### config.mk
export PLATFORM = sky130hd
export DESIGN_NAME = lkr_ctrl
export DESIGN_NICKNAME = d
export VERILOG_FILES = /design/src/hdl/lkr_pkg.sv /design/src/hdl/lkr_ctrl.sv
export SDC_FILE = /design/constraint.sdc
export NUM_CORES = 1
export LEC_CHECK = 0
export BUFFER_PORTS_ARGS = -buffer_cell sky130_fd_sc_hd__buf_2
export CAP_MARGIN = 10
export CORE_AREA = 8 8 45 47
export DETAILED_ROUTE_END_ITERATION = 10
export DIE_AREA = 0 0 53 55
export GPL_ROUTABILITY_DRIVEN = 0
export REMOVE_ABC_BUFFERS = 1
export SLEW_MARGIN = 20
export SYNTH_ARGS = -nofsm -noshare
export SYNTH_HDL_FRONTEND = slang
export SYNTH_SLANG_ARGS = --single-unit
export TNS_END_PERCENT = 50
### constraint.sdc
create_clock -name clk -period 2.7 [get_ports clk]
set_input_delay 0.54 -clock clk [delete_from_list [all_inputs] [get_ports clk]]
set_output_delay 0.54 -clock clk [all_outputs]
set_load 0.02 [all_outputs]
### src/hdl/lkr_pkg.sv
package lkr_pkg;

  // Table geometry
  localparam int NUM_LAYERS = 8;
  localparam int NUM_ROWS   = 8;
  localparam int NUM_COLS   = 16;
  localparam int TABLE_SIZE = NUM_LAYERS * NUM_ROWS * NUM_COLS;

  // Layer mask size fixed by the command format
  localparam int MASK_LAYERS = 32;

  localparam int TBL_AW = (TABLE_SIZE > 1) ? $clog2(TABLE_SIZE) : 1;
  localparam int LAY_W  = (NUM_LAYERS > 1) ? $clog2(NUM_LAYERS) : 1;
  localparam int CNT_W  = $clog2(NUM_LAYERS + 1);

  // Command codes
  localparam logic [1:0] CMD_ACTIVATE   = 2'd0;
  localparam logic [1:0] CMD_DEACTIVATE = 2'd1;
  localparam logic [1:0] CMD_WRITE      = 2'd2;
  localparam logic [1:0] CMD_RESOLVE    = 2'd3;

  // Configuration register indexes
  localparam logic [1:0] REG_DEFAULT_LAYER    = 2'd0;
  localparam logic [1:0] REG_TRANSPARENT_CODE = 2'd1;
  localparam logic [1:0] REG_NO_KEY_CODE      = 2'd2;

  typedef enum logic [1:0] {
    S_IDLE,
    S_SCAN,
    S_POST
  } lkr_state_t;

  typedef enum logic [1:0] {
    RES_CMD,
    RES_HIT,
    RES_NOKEY
  } lkr_res_sel_t;

  // Controller to datapath
  typedef struct packed {
    logic         start;
    logic         step;
    logic         load;
    lkr_res_sel_t res_sel;
  } lkr_cmd_t;

  // Datapath to controller
  typedef struct packed {
    logic hit;
    logic scan_end;
  } lkr_stat_t;

endpackage

### src/hdl/lkr_ctrl.sv
module lkr_ctrl import lkr_pkg::*; (
  input  logic       clk,
  input  logic       rst,
  input  logic       in_valid,
  output logic       in_stall,
  input  logic [1:0] command,
  output logic       out_valid,
  input  logic       out_stall,
  output lkr_cmd_t   cmd,
  input  lkr_stat_t  stat
);

  lkr_state_t state;
  lkr_state_t state_next;
  logic       slot_free;
  logic       accept;

  assign slot_free = !out_valid || !out_stall;
  assign in_stall  = (state != S_IDLE);
  assign accept    = in_valid && !in_stall;

  // State register
  always_ff @(posedge clk) begin
    if (rst) begin
      state <= S_IDLE;
    end else begin
      state <= state_next;
    end
  end

  // Output valid: set on load, drop when the beat is taken
  always_ff @(posedge clk) begin
    if (rst) begin
      out_valid <= 1'b0;
    end else if (cmd.load) begin
      out_valid <= 1'b1;
    end else if (!out_stall) begin
      out_valid <= 1'b0;
    end
  end

  // Next state and commands
  always_comb begin
    state_next  = state;
    cmd.start   = 1'b0;
    cmd.step    = 1'b0;
    cmd.load    = 1'b0;
    cmd.res_sel = RES_CMD;
    unique case (state)
      S_IDLE: begin
        if (accept) begin
          cmd.start  = 1'b1;
          state_next = (command == CMD_RESOLVE) ? S_SCAN : S_POST;
        end
      end
      S_SCAN: begin
        if (stat.hit || stat.scan_end) begin
          cmd.res_sel = stat.hit ? RES_HIT : RES_NOKEY;
          if (slot_free) begin
            cmd.load   = 1'b1;
            state_next = S_IDLE;
          end
        end else begin
          cmd.step = 1'b1;
        end
      end
      S_POST: begin
        if (slot_free) begin
          cmd.load   = 1'b1;
          state_next = S_IDLE;
        end
      end
      default: state_next = S_IDLE;
    endcase
  end

  // Never overwrite a result that is still waiting
  a_load_free: assert property (@(posedge clk) disable iff (rst)
    cmd.load |-> slot_free)
    else $error("result loaded over a waiting beat");

  // An accepted beat makes the block busy
  a_busy_after_accept: assert property (@(posedge clk) disable iff (rst)
    accept |=> in_stall)
    else $error("block not busy after accept");

  // A found key with a free slot ends the scan with a result
  a_hit_finishes: assert property (@(posedge clk) disable iff (rst)
    (state == S_SCAN && stat.hit && slot_free) |=> (state == S_IDLE && out_valid))
    else $error("hit did not produce a result");

  // The scan never steps once it has a result to hand over
  a_no_step_on_end: assert property (@(posedge clk) disable iff (rst)
    (stat.hit || stat.scan_end) |-> !cmd.step)
    else $error("scan stepped past its end");

endmodule

==> out/metrics.cfg <==
[timing]
setup_viol=0
tns_ns=0
period_minus_slack_ns=1.930
worst_pin_slew_ns=0.3054
setup_slack_ns=0.7700
max_slew_margin_pct=79.59
max_freq_mhz=518.1
hold_viol=0
fin_crit_sh_pct=71.48
maxSlewViolCount=0
grt_setup_unrepaired=false
fin_skew_ns=0.001310

[power_and_ir_drop]
vdd_drop_max_v=0.0001482
cellLeakagePower_uw=0.0001841
powerDensity_mw_per_mm2=458.0
p_int_uw=118.3
pwr-share-comb_pct=22.5
swShare_pct=27.82
p_sw_uw=45.59
p_clk_share_pct=47.7
seqPwrFrac_pct=29.8

[synth]
ys_seq_area_share_pct=24.87
ys_seq_elements=3
yosysUniqueCellTypes=16
syn-cell-area_um2=241.5
yosysWarnings=0
syn_inst=28
synth.avg_cell_area_um2=8.624

[critical_path]
r2r-end=state[0]
cp.arrival_ns=1.39
r2r_cells=5
cp-end-kind=output pin
cp_cell_sequence=inv_1 -> ha_1 -> o21ai_0 -> a21oi_1 -> buf_2
crit_path_max_incr_delay_ns=0.38
r2r_slack_ns=1.04
worstSetupPathType=flop to output pin
start_kind=flop
r2r-start=state[0]
cpMaxStageDelayCell=dfxtp_1
required_ns=2.16
crit_path_max_fanout=4

[route]
drc_errors=0
ant_nets=0
wl_met3_um=59
wl_met1_um=243
wl_per_cell_um=9.935
highest_layer=met3
drt-vias-per-instance=4.048
vias=251
met2_length_um=313
drt_iter0_markers=5
dr.pass1.iters=3
drt_wl_total_um=616

[global_routing]
grt_first_pass_wirelength_um=1007
grt_usage_pct=4.915
grt_max_degree=6
overflow=0
antenna_found_initial=0
grt_pass1_vias=258

[clocking]
cts_root_buf=clkbuf_4
htreeDepth=1
cts_resized=0
insertion_delay_ns=0.23
clock-sinks=3
clk_pin_slew_ns=0.04
cts_tree=done
postCtsSetupRepairBufs=0
cts_hold_buf=0
cts_buffers=3
clk_path_buf_depth=2

[run_status]
outcome=completed

[placement]
io_buffer_count=14
pre_cts_ws_ns=0.9061
hpwl_um=522.5

[die]
core_area_mm2=0.001384
die_area_mm2=0.002915
die_w_um=53
start_util_pct=17.45
rows=14
chipHeight_um=55
pin_count=15

[min_path]
whs_path_depth=2
min_from=out_valid
hold_path_end=out_valid
hp-class=flop to flop

[final_layout]
layout-drive-gt1-share_pct=39.13
syn2layout_area_growth_pct=48.19
diodes=0
layout_common_cells=buf_2, ha_1, inv_1, clkbuf_4, dfxtp_1
layout_commonest_cell=buf_2
finalNetCount=59

[run]
max-cap-violations=0

==> power by group through the flow <==
stage	Sequential (uW)	Combinational, uW	Clock [uW]
after CTS	48.9	37.3	82.3
after floorplan	49.8	21.6	0
after global placement	49.4	36.6	0
after global routing	49.3	42.4	88.1
after detailed placement	49.6	37.2	0
final	48.9	36.8	78.2
==> routing by layer <==
metal	global-route usage, %	vias to the layer above
met1	4.401	106
met4	5.172	0
met2	7.617	7
met3	2.674	0
met5	0	-
li1	-	138
==> flip-flops by register name, indices dropped and copies added, names as in the netlist <==
signal,flops
out_valid,1
state,2
==> worst max-delay path by stage <==
| stage | slack, ns | to | cells past startpoint | start |
|---|---|---|---|---|
| after floorplan | 1.00 | cmd[3] | 3 | state[1] |
| after global placement | 0.91 | cmd[2] | 5 | stat[0] |
| after detailed placement | 0.91 | cmd[2] | 5 | stat[0] |
| after CTS | 0.75 | cmd[2] | 5 | state[0] |
| after global routing | 0.62 | cmd[2] | 5 | state[0] |
| final | 0.77 | cmd[2] | 5 | state[0] |
==> worst max-delay path, delay by kind of cell (launching register included) <==
kind	cells	cell delay, ns
buf+inv	2	0.26
flops	1	0.38
compound gates	2	0.23
fa+ha+maj	1	0.30
==> synthesized netlist by cell type <==
cell,number,area [um2]
a21oi_1,2,10.01
and2_1,2,12.51
and3_4,1,11.26
and3b_1,1,8.760
dfxtp_1,3,60.06
ha_1,4,50.05
inv_1,3,11.26
nand2_1,2,7.510
nand2b_1,2,12.51
nor2b_1,1,6.260
nor3_1,1,5.000
nor3b_1,1,7.510
o21a_1,1,7.510
o21ai_0,1,5.000
o32ai_1,2,17.52
or3b_1,1,8.760
==> cell families after synthesis <==
| group | Yosys count | synth area share (%) |
|---|---|---|
| AND/OR/NAND/NOR | 12 | 33.16 |
| AO/OA/AOI/OAI | 6 | 16.58 |
| adder cells (fa/ha/maj) | 4 | 20.73 |
| buffers and inverters | 3 | 4.663 |
| flip-flops | 3 | 24.87 |
==> metrics by stage <==
stage / power, uW / util, % / area (um2) / cells / hold slack, ns
CTS: 168.5 / 25.86 / 357.8 / 62 / 0.5003
floorplan: 71.46 / - / 241.5 / 28 / 0.4853
detailed placement: 86.72 / 23.96 / 331.6 / 58 / 0.4922
global placement: 86.02 / 23.96 / 331.6 / 58 / 0.4793
finish: 163.9 / 25.86 / 357.8 / 62 / 0.4966
global route: 179.8 / 25.86 / 357.8 / 62 / 0.5405
==> cell type report <==
cell class / instances / area, um2
Clock buffer: 4 / 26.28
Fill cell: 159 / 1026
Inverter: 3 / 11.26
Multi-Input combinational cell: 22 / 170.2
Sequential cell: 3 / 60.06
Tap cell: 16 / 20.02
Timing Repair Buffer: 14 / 70.07
No activity file was read; power rests on OpenSTA's default activity.
